`src/rtl/core/ring_log_slot_allocator_macros.svh`:
```
// Assertion macros used by the slot allocator controller.
`ifndef RING_LOG_SLOT_ALLOCATOR_MACROS_SVH
`define RING_LOG_SLOT_ALLOCATOR_MACROS_SVH

// Same-cycle implication, checked on every clock edge out of reset.
`define RLSA_ASSERT_IMP(label, clk, rstn, ante, cons) \
    label: assert property (@(posedge clk) disable iff (!rstn) (ante) |-> (cons)) \
        else $error("rlsa: same-cycle check failed");

// Next-cycle implication, checked on every clock edge out of reset.
`define RLSA_ASSERT_NXT(label, clk, rstn, ante, cons) \
    label: assert property (@(posedge clk) disable iff (!rstn) (ante) |=> (cons)) \
        else $error("rlsa: next-cycle check failed");

`endif

```
`src/rtl/core/rlsa_pkg.sv`:
```
// Package with the shared types and constants of the log slot allocator.
package rlsa_pkg;

    localparam int BUFFER_BYTES_DEF = 16384;
    localparam int MAX_REQUEST_DEF  = 1024;
    localparam int HDR_BYTES        = 8;

    localparam logic [1:0] PRIO_FREE         = 2'd3;
    localparam logic [7:0] SPLIT_SLACK_RESET = 8'd20;

    localparam int APB_AW = 3;
    localparam int APB_DW = 32;

    localparam logic [0:0] REG_SPLIT_SLACK = 1'b0;

    typedef struct packed {
        logic [1:0]  priority_req;
        logic [10:0] request_bytes;
    } in_item_t;

    typedef struct packed {
        logic [13:0] message_offset;
        logic [13:0] reserved_bytes;
        logic        wrapped;
    } out_item_t;

    typedef struct packed {
        logic clr_wr;
        logic accept;
        logic load;
        logic step;
        logic wrap;
        logic absorb;
        logic commit;
        logic split;
    } dp_cmd_t;

    typedef struct packed {
        logic clr_last;
        logic fits;
        logic at_end;
    } dp_sts_t;

endpackage

```
`src/rtl/core/rlsa_ctrl.sv`:
```
// Controller state machine of the log slot allocator.
`include "ring_log_slot_allocator_macros.svh"

module rlsa_ctrl (
    input  logic              aclk,
    input  logic              aresetn,
    input  logic              in_valid,
    output logic              in_ready,
    output logic              out_valid,
    input  logic              out_ready,
    input  rlsa_pkg::dp_sts_t sts,
    output rlsa_pkg::dp_cmd_t cmd
);

    typedef enum logic [2:0] {
        S_CLEAR,
        S_IDLE,
        S_LOAD,
        S_CHECK,
        S_ABSORB,
        S_COMMIT,
        S_SPLIT
    } state_t;

    state_t state_reg;
    state_t state_next;
    logic   out_valid_reg;
    logic   out_valid_next;
    logic   out_free;

    assign out_free = !out_valid_reg || out_ready;

    always_comb begin
        cmd            = '0;
        state_next     = state_reg;
        out_valid_next = out_valid_reg && !out_ready;
        unique case (state_reg)
            S_CLEAR: begin
                cmd.clr_wr = 1'b1;
                if (sts.clr_last) begin
                    state_next = S_IDLE;
                end
            end
            S_IDLE: begin
                if (in_valid) begin
                    cmd.accept = 1'b1;
                    state_next = S_LOAD;
                end
            end
            S_LOAD: begin
                cmd.load   = 1'b1;
                state_next = S_CHECK;
            end
            S_CHECK: begin
                if (sts.fits) begin
                    state_next = S_COMMIT;
                end else if (sts.at_end) begin
                    cmd.wrap   = 1'b1;
                    state_next = S_LOAD;
                end else begin
                    cmd.step   = 1'b1;
                    state_next = S_ABSORB;
                end
            end
            S_ABSORB: begin
                cmd.absorb = 1'b1;
                state_next = S_CHECK;
            end
            S_COMMIT: begin
                if (out_free) begin
                    cmd.commit     = 1'b1;
                    out_valid_next = 1'b1;
                    state_next     = S_SPLIT;
                end
            end
            S_SPLIT: begin
                cmd.split  = 1'b1;
                state_next = S_IDLE;
            end
            default: begin
                state_next = S_IDLE;
            end
        endcase
    end

    always_ff @(posedge aclk) begin
        if (!aresetn) begin
            state_reg     <= S_CLEAR;
            out_valid_reg <= 1'b0;
        end else begin
            state_reg     <= state_next;
            out_valid_reg <= out_valid_next;
        end
    end

    assign in_ready  = (state_reg == S_IDLE);
    assign out_valid = out_valid_reg;

    `RLSA_ASSERT_NXT(a_accept_starts_walk, aclk, aresetn, in_valid && in_ready, state_reg == S_LOAD)
    `RLSA_ASSERT_IMP(a_commit_into_free_slot, aclk, aresetn, cmd.commit, out_free)
    `RLSA_ASSERT_IMP(a_result_from_commit, aclk, aresetn, $rose(out_valid_reg), $past(state_reg == S_COMMIT))

endmodule

```
`config.mk`:
```
export PLATFORM = sky130hd
export DESIGN_NAME = rlsa_ctrl
export DESIGN_NICKNAME = d
export VERILOG_FILES = /design/src/rtl/core/rlsa_pkg.sv /design/src/rtl/core/rlsa_ctrl.sv
export VERILOG_INCLUDE_DIRS = /design/src /design/src/rtl/core
export SDC_FILE = /design/constraint.sdc
export NUM_CORES = 1
export LEC_CHECK = 0
export BUFFER_PORTS_ARGS = -buffer_cell sky130_fd_sc_hd__clkbuf_2
export CAP_MARGIN = 0
export CORE_AREA = 2 2 39 41
export CTS_BUF_LIST = sky130_fd_sc_hd__clkbuf_16
export DETAILED_ROUTE_END_ITERATION = 8
export DIE_AREA = 0 0 41 43
export GPL_ROUTABILITY_DRIVEN = 0
export SYNTH_ARGS = -nofsm -noshare
export SYNTH_HDL_FRONTEND = slang
export SYNTH_SLANG_ARGS = --single-unit
export TNS_END_PERCENT = 1
```
`constraint.sdc`:
```
create_clock -name aclk -period 1.1 [get_ports aclk]
set_input_delay 0.11 -clock aclk [delete_from_list [all_inputs] [get_ports aclk]]
set_output_delay 0.11 -clock aclk [all_outputs]
set_load 0.01 [all_outputs]
```
==> Yosys cells after proc, flatten, opt, wreduce, memory -nomap -nowiden <==
Cells that the tools add are included.
{ "word_totals": {"inputBits": 7, "output_inout_bits": 10, "regBits": 4, "elab_cells": 38} }
{ "classes": {"mux": 20, "reduce_logical": 7, "eq_ne": 9} }
{ "ops": {"columns": ["op", "n"], "rows": [
  ["two-way mux 3 bit", 5],
  ["one-hot mux 3 bit (5 select lines)", 1],
  ["two-way mux 1 bit", 12],
  ["equality test 3 bit, second input constant", 3],
  ["equality test 3 x 2 -> 1 bit, second input constant", 2],
  ["!= test 2 bit, second input constant", 3],
  ["two-way mux 2 bit", 2],
  ["equality test 3 x 1 -> 1 bit, second input constant", 1],
  ["logical NOT 3 bit", 1],
  ["AND reduction 3 bit", 1],
  ["logical NOT 1 bit", 2],
  ["OR reduction 2 bit", 1],
  ["logical AND 1 bit", 1],
  ["logical OR 1 bit", 1]
]} }

==> Longest topological paths before layout <==
Gate-level depths: netlist of run 1.
{ "depth": {"ltp_word": 4, "mapped_depth": 4, "depth_no_buf": 3} }

==> Worst setup path before layout of run 1 <==
No wires, ideal clock.
{ "synth_path": {"path_kind": "register to output", "start": "register state_reg[1]", "end": "output cmd[3] (netlist name)", "arrival_ns": 0.965, "setup_slack_ns": 0.025, "n_path_buf": 0, "required_ns": 0.990, "stages_incl_launch_ff": 3, "path_cell_list": "dfxtp_1 nand2b_1 nor4b_1"} }
{ "synth_rtl": {"columns": ["element", "line_no", "rtl"], "rows": [
  ["from (decl)", "rlsa_ctrl.sv:25", "state_t state_reg;"],
  ["from (signal assigned)", "rlsa_ctrl.sv:91", "state_reg <= state_next;"],
  ["to (decl)", "rlsa_ctrl.sv:12", "output rlsa_pkg::dp_cmd_t cmd"]
]} }

==> results.md, run 1 <==
- Core Box Area: 0.00138 mm²
- Placed cells: 73
- Yosys warns: 0
- Routed wl met3: 60 µm
- CTS tree: done
- Root buffer cell: clkbuf_16
- Lkg Pwr: 0.255 nW
- Vias in the first global route: just under 300
- Sequential area share after synthesis: 28.6%
- Final Hold Viols: 0
- RR Endpoint: state_reg[0]$_SDFFE_PN0P_
- Num ports: 17
- CP required: 0.99 ns
- Worst hold path class: in -> reg
- GRT overflow: 0
- WL per Instance: 11.0 µm
- Vias per inst: 4.59
- Hold Path Sink: state_reg[2]$_SDFFE_PN0P_
- Fraction of layout cells with a size suffix above 1: 55.0%
- Final wirelength: 837 µm
- Mean area per synthesized cell: about 7.2 µm²
- Met1 WL: 353 µm
- CTS Buffer Depth: 2
- WS Path Type: reg -> out
- Count of cell types in the netlist: 17
- Critical Path End Type: primary output
- Final Instance Count excl. Fillers: 76
- Layout Nets: between 60 and 70
- CTS buffer count: 3
- Chip width: 41 µm
- Post CTS Setup Buffer Count: 0
- Ant diodes: 0
- CTS Sinks: 4
- Setup ws final: -0.123 ns
- Synthesized area: 280 µm²
- Post-layout util: 37.5%
- RSZ-0062 raised after global routing: yes
- Largest fanout on the critical path: 5
- Final period utilization: 111%
- Syn Nets: 46
- R2r setup slk: about 0.11 ns
- Initial Util: between 20% and 30%
- Fmax: approximately 0.82 GHz
- Area Growth Syn to Fin: 85.3%
- Failing checks: setup timing
- Clock transition at path regs: 0.03 ns
- Area after DPL: 395 µm²
- Mux cell area share after synthesis: 0%
- Max Slew Vio Count: 0
- Pwr dens: 1710 mW/mm²
- Final instance area: 519 µm²
- Synth Area in XOR/XNOR: 0%
- Min Tclk post-route: 1.22 ns
- DP HPWL: 590 µm
- Dominant cells by area after synthesis: dfxtp_1, nand2b_1, nor2_1, o211a_1, nor4b_1
- Startpoint class of the critical path: flip-flop
- Post-Synth Adder-Cell Area: 0%
- Port bufs: 16
- Yosys reg bits: 4
- H-tree depth: 1
- Hold slack: 0.149 ns
- Max reg flops: 3
- Mapped Cells: 39
- Max VDD drop: between 800 and 900 µV
- Largest net degree at the start of global routing: 11
- DRT iter0 DRCs: 6
- # setup viols final: 7
- Max_cap viols: 0
- Post-route ant nets: 0
- Post-synth top area share: 28.6%
- Compound-cell area share of the yosys netlist: between 20% and 30%
- Synth Area in Simple Gates: 37.1%
- Status: finished with violations
- Relative slew slack: 86.5%
- Die area: around 0.0018 mm²
- Worst-Margin Slew: 0.202 ns
- Largest family of logic cells by synthesized area: simple AND/OR/NAND/NOR gates
- Final clock skew: 0.00105 ns
- DRC viols: 0
- Row count: 14
- First-pass GRT wire length: 1.27 mm
- Drt first pass iters: 3
- Clk_lat worst skew: 0.22 ns
- R2r startpoint: out_valid$_SDFF_PN0_
- Worst Hold Path Cells: 3
- WL met2: 408 µm
- Die height: 43 µm
- Top routing layer in use: met4
- Via count: 349
- Worst-case reg-to-reg path depth: 3
- Total GRT Usage: about a tenth
- WP data arrival: 1.11 ns
- HP Start: aresetn
- Initial antenna violation count: 0
- Cell taking the most area after synthesis: dfxtp_1
cells in the mapped netlist (all sizes together):
cell / instances
a21boi: 1
nor2: 6
dfxtp: 4
nand2: 3
a211o: 1
buf: 2
nand2b: 4
a211oi: 1
inv: 4
a21oi: 2
nand3: 1
nor4b: 2
and2: 1
nor2b: 1
o211a: 2
a31oi: 2
nor3: 2
layout by cell type (no fill, tap or decap):
master,Yosys,final
clkbuf_2,0,12
nor2_1,6,5
buf_2,0,4
nand2_1,3,3
nand2b_1,4,3
inv_1,4,3
clkbuf_16,0,3
buf_4,2,3
a21oi_1,2,2
a31oi_1,2,2
o211a_1,2,2
dfxtp_2,0,2
inv_2,0,1
nor2_2,0,1
nand2b_4,0,1
nor4b_2,0,1
nor2b_2,0,1
nand3_1,1,1
nor4b_4,0,1
and2_1,1,1
nor3_2,0,1
a211oi_1,1,1
a21boi_0,1,1
nor3_1,2,1
a211o_1,1,1
dfxtp_1,4,1
buf_6,0,1
dfxtp_4,0,1
through the flow:
stage                     setup WS (ns)  setup TNS (ns)  power [mW]
after floorplan                  0.0252               0       0.246
after global placement           0.0336               0       0.300
final                            -0.123          -0.483       0.887
after detailed placement        -0.0371         -0.0371       0.303
after global routing             -0.166          -0.812       0.920
after CTS                        -0.122          -0.515       0.896
cells by family after synthesis:
family | Yosys count
AO/OA/AOI/OAI | 9
buffers and inverters | 6
flip-flops | 4
AND/OR/NAND/NOR | 20
worst max-delay path, cell delays in order (launching register included):
cell and delay [ns]:
dfxtp_2 0.33, nand2b_4 0.17, nor4b_4 0.22, buf_2 0.17
power breakdown:
group / internal (mW) / switching (mW)
Combinational: 0.0776 / 0.0695
Sequential: 0.157 / 0.0215
Clock: 0.464 / 0.0973
Total: 0.699 / 0.188
how the worst max path moves through the flow:
stage	start	endpoint	slack, ns	cells past startpoint
finish	state_reg[2]$_SDFFE_PN0P_	cmd[4]	-0.12	3
global route	state_reg[2]$_SDFFE_PN0P_	cmd[1]	-0.17	4
CTS	state_reg[2]$_SDFFE_PN0P_	cmd[4]	-0.12	3
detailed placement	state_reg[1]$_SDFFE_PN0P_	cmd[4]	-0.04	3
global placement	state_reg[1]$_SDFFE_PN0P_	cmd[3]	0.03	3
floorplan	state_reg[1]$_SDFFE_PN0P_	cmd[3]	0.03	2
layout make-up:
class                   count  area (µm²)
multi-input cells          29         209
flip-flops and latches      4        86.3
clock buffers               3        75.1
repair buffers             20         114
fillers                   153         865
well taps                  16        20.0
inverters                   4        15.0
metal layers:
metal  vias to the layer above  global-route usage (%)
met5                         -                       0
met4                         0                    6.00
met3                         2                    1.57
met2                        11                    16.6
met1                       158                    13.2
li1                        178                       -
timing repair:
action,CTS,global route
setup endpoints to repair,9,9
resized for setup,10,7
hold buffers,0,0
No activity file was read; power rests on OpenSTA's default activity.
==> run 2, diff against run 1 <==
--- a/config.mk
+++ b/config.mk
@@ -6,12 +6,13 @@
 export SDC_FILE = /design/constraint.sdc
 export NUM_CORES = 1
 export LEC_CHECK = 0
-export BUFFER_PORTS_ARGS = -buffer_cell sky130_fd_sc_hd__clkbuf_2
+export ABC_AREA = 1
 export CAP_MARGIN = 0
 export CORE_AREA = 2 2 39 41
 export CTS_BUF_LIST = sky130_fd_sc_hd__clkbuf_16
 export DETAILED_ROUTE_END_ITERATION = 8
 export DIE_AREA = 0 0 41 43
+export DONT_BUFFER_PORTS = 1
 export GPL_ROUTABILITY_DRIVEN = 0
 export SYNTH_ARGS = -nofsm -noshare
 export SYNTH_HDL_FRONTEND = slang
==> run 2 against run 1 <==
  * The flow still finishes with violations (setup timing)
  * Non-clock buffer count down 7
  * Via count rose by 5.7%
  * Global-route usage grew 0.090 points
  * Critical path depth increased by 2
  * Routed wire length is 0.24% lower
  * Setup slack better by 0.023 ns
  * Utilization increased by 2.0 points
  * Sequential share of layout area fell by 1.1 points
  * Critical path type unchanged
  * Largest power group unchanged
==> results.md, run 2 <==
- CTS tree: done
- Mapped Cells: 54 (+38%)
- Max Slew Vio Count: 0 (unchanged)
- R2r setup slk: 0.08 ns (-0.03 ns)
- Largest family of logic cells by synthesized area: simple AND/OR/NAND/NOR gates
- Synthesized area: 319 µm² (+14%)
- Crit path max-delay cell type: dfxtp_2
- WP data arrival: 1.09 ns (-0.02 ns)
- Synth Area in XOR/XNOR: 0% (unchanged)
- Die area: 0.00176 mm² (unchanged)
- CP peak stage delay: 0.35 ns (+0.02 ns)
- Commonest non-fill, non-tap cell in the layout: buf_4
- Worst-case reg-to-reg path depth: 5 (+2)
- Ys flop type: dfxtp_1
- Largest fanout on the critical path: 4 (-1)
- Commonest non-fill, non-tap cells in the layout: buf_4, nor2_1, inv_1, nand2_1, nor3_2
- Most frequent cells after synthesis: nor2_1, inv_1, nand2_1
- GRT overflow: 0 (unchanged)
- Max reg flops: 3 (unchanged)
- Setup WS pre-CTS: 0.00478 ns (+0.0419 ns)
- Mean area per synthesized cell: 5.91 µm² (-18%)
- Via count: 369 (+5.7%)
- Critical-path cell list: inv_2, nor2_4, nand2_2, nor3_2, buf_4
- Max_cap viols: 0 (unchanged)
- RSZ-0062 raised after global routing: yes
- Chip width: 41 µm (unchanged)
- Hold Path Sink: state_reg[1]$_SDFFE_PN0P_
- Overall Power: 0.923 mW (+4.0%)
- WS Path Type: reg -> out
- Pwr dens: 1690 mW/mm² (-1.3%)
- Mux cell area share after synthesis: 0% (unchanged)
- Post-synth top area share: 25.1% (-3.5 points)
- Dominant cells by area after synthesis: dfxtp_1, nor2_1, nor3_1, inv_1, nand2_1
- Post-route ant nets: 0 (unchanged)
- Count of cell types in the netlist: 15 (-2)
- Setup ws final: -0.0996 ns (+0.0231 ns)
- Setup crit start: state_reg[0]$_SDFFE_PN0P_
- Lkg Pwr: 0.274 nW (+7.1%)
- Yosys warns: 0 (unchanged)
- Sequential area share after synthesis: 25.1% (-3.5 points)
- Fmax: 0.834 GHz (+1.9%)
- Compound-cell area share of the yosys netlist: 4.71% (-19 points)
- DP HPWL: 589 µm (-0.29%)
- CP required: 0.99 ns (about the same)
- Row count: 14 (unchanged)
- WL per Instance: 9.82 µm (-11%)
- Core Box Area: 0.00138 mm² (unchanged)
- Yosys reg bits: 4 (unchanged)
- Final clock skew: 0.00203 ns (+0.000972 ns)
- Cell taking the most area after synthesis: dfxtp_1
- Vias in the first global route: 348 (+20%)
- Status: finished with violations
- DRT iter0 DRCs: 13 (+7)
- Die height: 43 µm (unchanged)
- Final instance area: 547 µm² (+5.3%)
- Fraction of registers with async set/reset: 0% (unchanged)
- Root buffer cell: clkbuf_16
- Critical Path End Type: primary output
- CTS buffer count: 3 (unchanged)
- Number of synthesized flops with an enable pin: 0 (unchanged)
- Fraction of layout cells with a size suffix above 1: 56.5% (+1.5 points)
- Relative slew slack: 86.9% (+0.42 points)
- Syn Nets: 61 (+33%)
- CTS Buffer Depth: 2 (unchanged)
- HP Start: aresetn
- Startpoint class of the critical path: flip-flop
- H-tree depth: 1 (unchanged)
- Ant diodes: 0 (unchanged)
- # setup viols final: 6 (-1)
- Clock transition at path regs: 0.03 ns (about the same)
- Port bufs: 0 (-16)
- Final period utilization: 109% (-2.1 points)
- Initial Util: 23.1% (+2.8 points)
- Final Hold Viols: 0 (unchanged)
- Worst hold path class: in -> reg
- Worst Hold Path Cells: 2 (-1)
- Num ports: 17 (unchanged)
- Post-Synth Adder-Cell Area: 0% (unchanged)
- Failing checks: setup timing
- Largest net degree at the start of global routing: 7 (-4)
- Layout Nets: 78 (+13%)
- R2r startpoint: state_reg[0]$_SDFFE_PN0P_
- Min Tclk post-route: 1.20 ns (-0.0231 ns)
- Clk_lat worst skew: 0.22 ns (about the same)
- Area after DPL: 417 µm² (+5.4%)
- Vias per inst: 4.34 (-5.5%)
- Max VDD drop: 945 µV (+9.9%)
- Final wirelength: 835 µm (-0.24%)
- Worst-Margin Slew: 0.196 ns (-0.00612 ns)
- Post-layout util: 39.5% (+2.0 points)
- CTS Sinks: 4 (unchanged)
- RR Endpoint: state_reg[0]$_SDFFE_PN0P_
- First-pass GRT wire length: 1.28 mm (+0.55%)
- Area Growth Syn to Fin: 71.4%
- Top-count cell post-synth: nor2_1
- Total GRT Usage: 10.7% (+0.090 points)
- Initial antenna violation count: 0 (unchanged)
- Drt first pass iters: 4 (+1)
- Synth Area in Simple Gates: 55.7% (+19 points)
- DRC viols: 0 (unchanged)
[run 2: cell type report]
cell class | count | area (µm²)
Fill cell | 141 | 837
Sequential cell | 4 | 85.1
Tap cell | 16 | 20.0
Timing Repair Buffer | 13 | 97.6
Multi-Input combinational cell | 38 | 228
Clock buffer | 3 | 75.1
Inverter | 11 | 41.3
[run 2: routing by layer]
layer	track usage [%]	wire [µm]	vias to the layer above
met3	3.14	30	0
met1	10.9	334	164
li1	-	-	194
met4	6.00	0	0
met2	18.1	470	11
met5	0	0	-
[run 2: cell families (layout without fill, tap and decap cells)]
family                 count (synthesis)  after routing
AND/OR/NAND/NOR                       35             35
buffers and inverters                 12             27
flip-flops                             4              4
AO/OA/AOI/OAI                          3              3
[run 2: worst max-delay path: cells and delay by family, from the launching register on]
kind,cells,cell delay (ns)
AND/OR/NAND/NOR,3,0.32
buffers and inverters,2,0.20
flip-flops,1,0.35
[run 2: report_power, final]
part / internal [mW] / total [mW] / switching, mW
clock: 0.465 / 0.569 / 0.104
combinational: 0.0780 / 0.187 / 0.109
sequential: 0.156 / 0.166 / 0.0104
[run 2: worst max-delay path by stage]
stage	end	slack [ns]
floorplan	cmd[3]	0.05
CTS	cmd[3]	-0.11
detailed placement	state_reg[1]$_SDFFE_PN0P_	0.005
global route	cmd[4]	-0.16
finish	cmd[4]	-0.1
global placement	state_reg[1]$_SDFFE_PN0P_	0.04
[run 2: through the flow]
stage | setup TNS (ns) | hold slack (ns) | std cells
finish | -0.280 | 0.0754 | 85
global route | -0.535 | 0.105 | 85
floorplan | 0 | 0.271 | 54
detailed placement | 0 | 0.307 | 80
global placement | 0 | 0.297 | 80
CTS | -0.303 | 0.0754 | 85
[run 2: what timing repair did]
action / CTS / global route
buffers inserted: 2 / 0
setup endpoints to repair: 9 / 9
hold endpoints to repair: 0 / 0
hold buffers: 0 / 0
gates resized for setup: 10 / 1
pin swaps: 2 / 1
==> run 3, diff against run 2 <==
--- a/config.mk
+++ b/config.mk
@@ -14,6 +14,8 @@
 export DIE_AREA = 0 0 41 43
 export DONT_BUFFER_PORTS = 1
 export GPL_ROUTABILITY_DRIVEN = 0
+export MAX_ROUTING_LAYER = met4
+export SETUP_SLACK_MARGIN = 0.15
 export SYNTH_ARGS = -nofsm -noshare
 export SYNTH_HDL_FRONTEND = slang
 export SYNTH_SLANG_ARGS = --single-unit
==> run 3 against run 2 <==
  * The run still ends with setup timing left
  * Count of clock-buffer cells in the layout unchanged
  * Setup slack better by 0.040 ns
  * Total power shrank 4.5%
  * Via count down 13%
  * Cell count shrank 12%
  * Highest routed layer is now met4
==> results.md, run 3 (synthesis results as in run 2) <==
- WL per Instance: 9.23 µm (-6.1%)
- Final clock skew: 0.000467 ns (-0.00156 ns)
- Commonest non-fill, non-tap cells in the layout: nor2_1, nand2_1, inv_2, inv_1
- Worst Hold Path Cells: 2 (unchanged)
- Area Growth Syn to Fin: 51.0%
- Final Hold Viols: 0 (unchanged)
- CTS Sinks: 4 (unchanged)
- R2r setup slk: 0.08 ns (about the same)
- Ant diodes: 0 (unchanged)
- Vias per inst: 4.29 (-1.1%)
- DP HPWL: 557 µm (-5.3%)
- Max Slew Vio Count: 0 (unchanged)
- Largest net degree at the start of global routing: 10 (+3)
- Post CTS Setup Buffer Count: 0 (-2)
- DRC viols: 0 (unchanged)
- # setup viols final: 3 (-3)
- Port bufs: 0 (unchanged)
- CTS buffer count: 3 (unchanged)
- Pwr dens: 1830 mW/mm² (+8.4%)
- Clock transition at path regs: 0.03 ns (about the same)
- Chip width: 41 µm (unchanged)
- End point of the critical path: cmd[4]
- Final instance area: 482 µm² (-12%)
- Clk_lat worst skew: 0.22 ns (about the same)
- RSZ-0062 raised after global routing: yes
- Fraction of layout cells with a size suffix above 1: 49.2% (-7.4 points)
- First-pass GRT wire length: 1.09 mm (-15%)
- Die area: 0.00176 mm² (unchanged)
- Startpoint class of the critical path: flip-flop
- WS Path Type: reg -> out
- Max reg flops: 3 (unchanged)
- Failing checks: setup timing
- DRT iter0 DRCs: 3 (-10)
- Setup crit start: state_reg[0]$_SDFFE_PN0P_
- Vias in the first global route: 290 (-17%)
- Via count: 322 (-13%)
- Setup ws final: -0.0599 ns (+0.0396 ns)
- WP data arrival: 1.05 ns (-0.04 ns)
- CP required: 0.99 ns (about the same)
- H-tree depth: 1 (unchanged)
- Worst-Margin Slew: 0.368 ns (+0.172 ns)
- Final period utilization: 105% (-3.6 points)
- Final wirelength: 692 µm (-17%)
- Hold-fix buffers, CTS: 0 (unchanged)
- Largest fanout on the critical path: 7 (+3)
- Root buffer cell: clkbuf_16
- Layout Nets: 68 (-13%)
- Min Tclk post-route: 1.16 ns (-0.0396 ns)
- Critical Path End Type: primary output
- R2r startpoint: state_reg[0]$_SDFFE_PN0P_
- Max_cap viols: 0 (unchanged)
- Lkg Pwr: 0.219 nW (-20%)
- RR Endpoint: state_reg[1]$_SDFFE_PN0P_
- Post-layout util: 34.8% (-4.7 points)
- Initial Util: 23.1% (unchanged)
- Fillers: 141 (unchanged)
- Post-route ant nets: 0 (unchanged)
- Max VDD drop: 750 µV (-21%)
- Worst-case reg-to-reg path depth: 7 (+2)
- Total GRT Usage: 9.60% (-1.1 points)
- Num ports: 17 (unchanged)
- Area after DPL: 369 µm² (-11%)
- Commonest non-fill, non-tap cell in the layout: nor2_1
- Worst hold path class: in -> reg
- Fmax: 0.862 GHz (+3.4%)
- Initial antenna violation count: 0 (unchanged)
- Die height: 43 µm (unchanged)
- Core Box Area: 0.00138 mm² (unchanged)
- Overall Power: 0.881 mW (-4.5%)
- Relative slew slack: 75.3% (-12 points)
- CTS tree: done
- GRT overflow: 0 (unchanged)
- CTS Buffer Depth: 2 (unchanged)
- Drt first pass iters: 2 (-2)
- Row count: 14 (unchanged)
- Status: finished with violations
-- run 3: layout make-up --
type,count,area [µm²],share of cell area (%)
timing repair buffer,3,22.5,4.68
clock buffer,3,75.1,15.6
inverter,11,43.8,9.09
multi-input combinational,38,229,47.5
sequential,4,91.3,19.0
tap,16,20.0,4.16
-- run 3: timing repair --
action,CTS,global route
endpoints found under the setup margin,12,12
pin swaps,5,0
gates resized for setup,10,3
-- run 3: critical path, cell delays in order (launching register included) --
cell and delay [ns]:
dfxtp_4 0.38, inv_4 0.05, nor2_4 0.11, nand2_2 0.11, nor3_4 0.17
-- run 3: report_power, final --
group / switching (mW) / leakage (nW) / total, mW / internal, mW
registers: 0.0266 / 0.0347 / 0.184 / 0.157
clock network: 0.0966 / 0.0370 / 0.560 / 0.464
logic: 0.0896 / 0.147 / 0.137 / 0.0474
-- run 3: worst min path at each step --
stage / startpoint / to / slack (ns)
floorplan: sts[1] / cmd[3] / 0.25
global placement: sts[1] / cmd[3] / 0.26
detailed placement: sts[1] / cmd[3] / 0.25
CTS: aresetn / state_reg[1]$_SDFFE_PN0P_ / 0.05
global route: aresetn / state_reg[1]$_SDFFE_PN0P_ / 0.07
finish: aresetn / state_reg[1]$_SDFFE_PN0P_ / 0.05
-- run 3: through the flow --
step	setup TNS (ns)	instances	hold WS, ns	setup WS, ns
5_1_grt	-0.400	75	0.0676	-0.114
3_3_place_gp	0	72	0.256	0.0101
2_1_floorplan	0	54	0.253	0.151
4_1_cts	-0.185	75	0.0535	-0.0794
6_report	-0.127	75	0.0544	-0.0599
3_5_place_dp	-0.0159	72	0.255	-0.0159
-- run 3: metal layers --
metal	part of all wire [%]	up-vias	GRT usage (%)
met2	48	10	12.5
met3	5.1	2	3.14
met5	0	-	-
met4	3.3	0	8.00
li1	-	173	-
met1	43	137	11.4
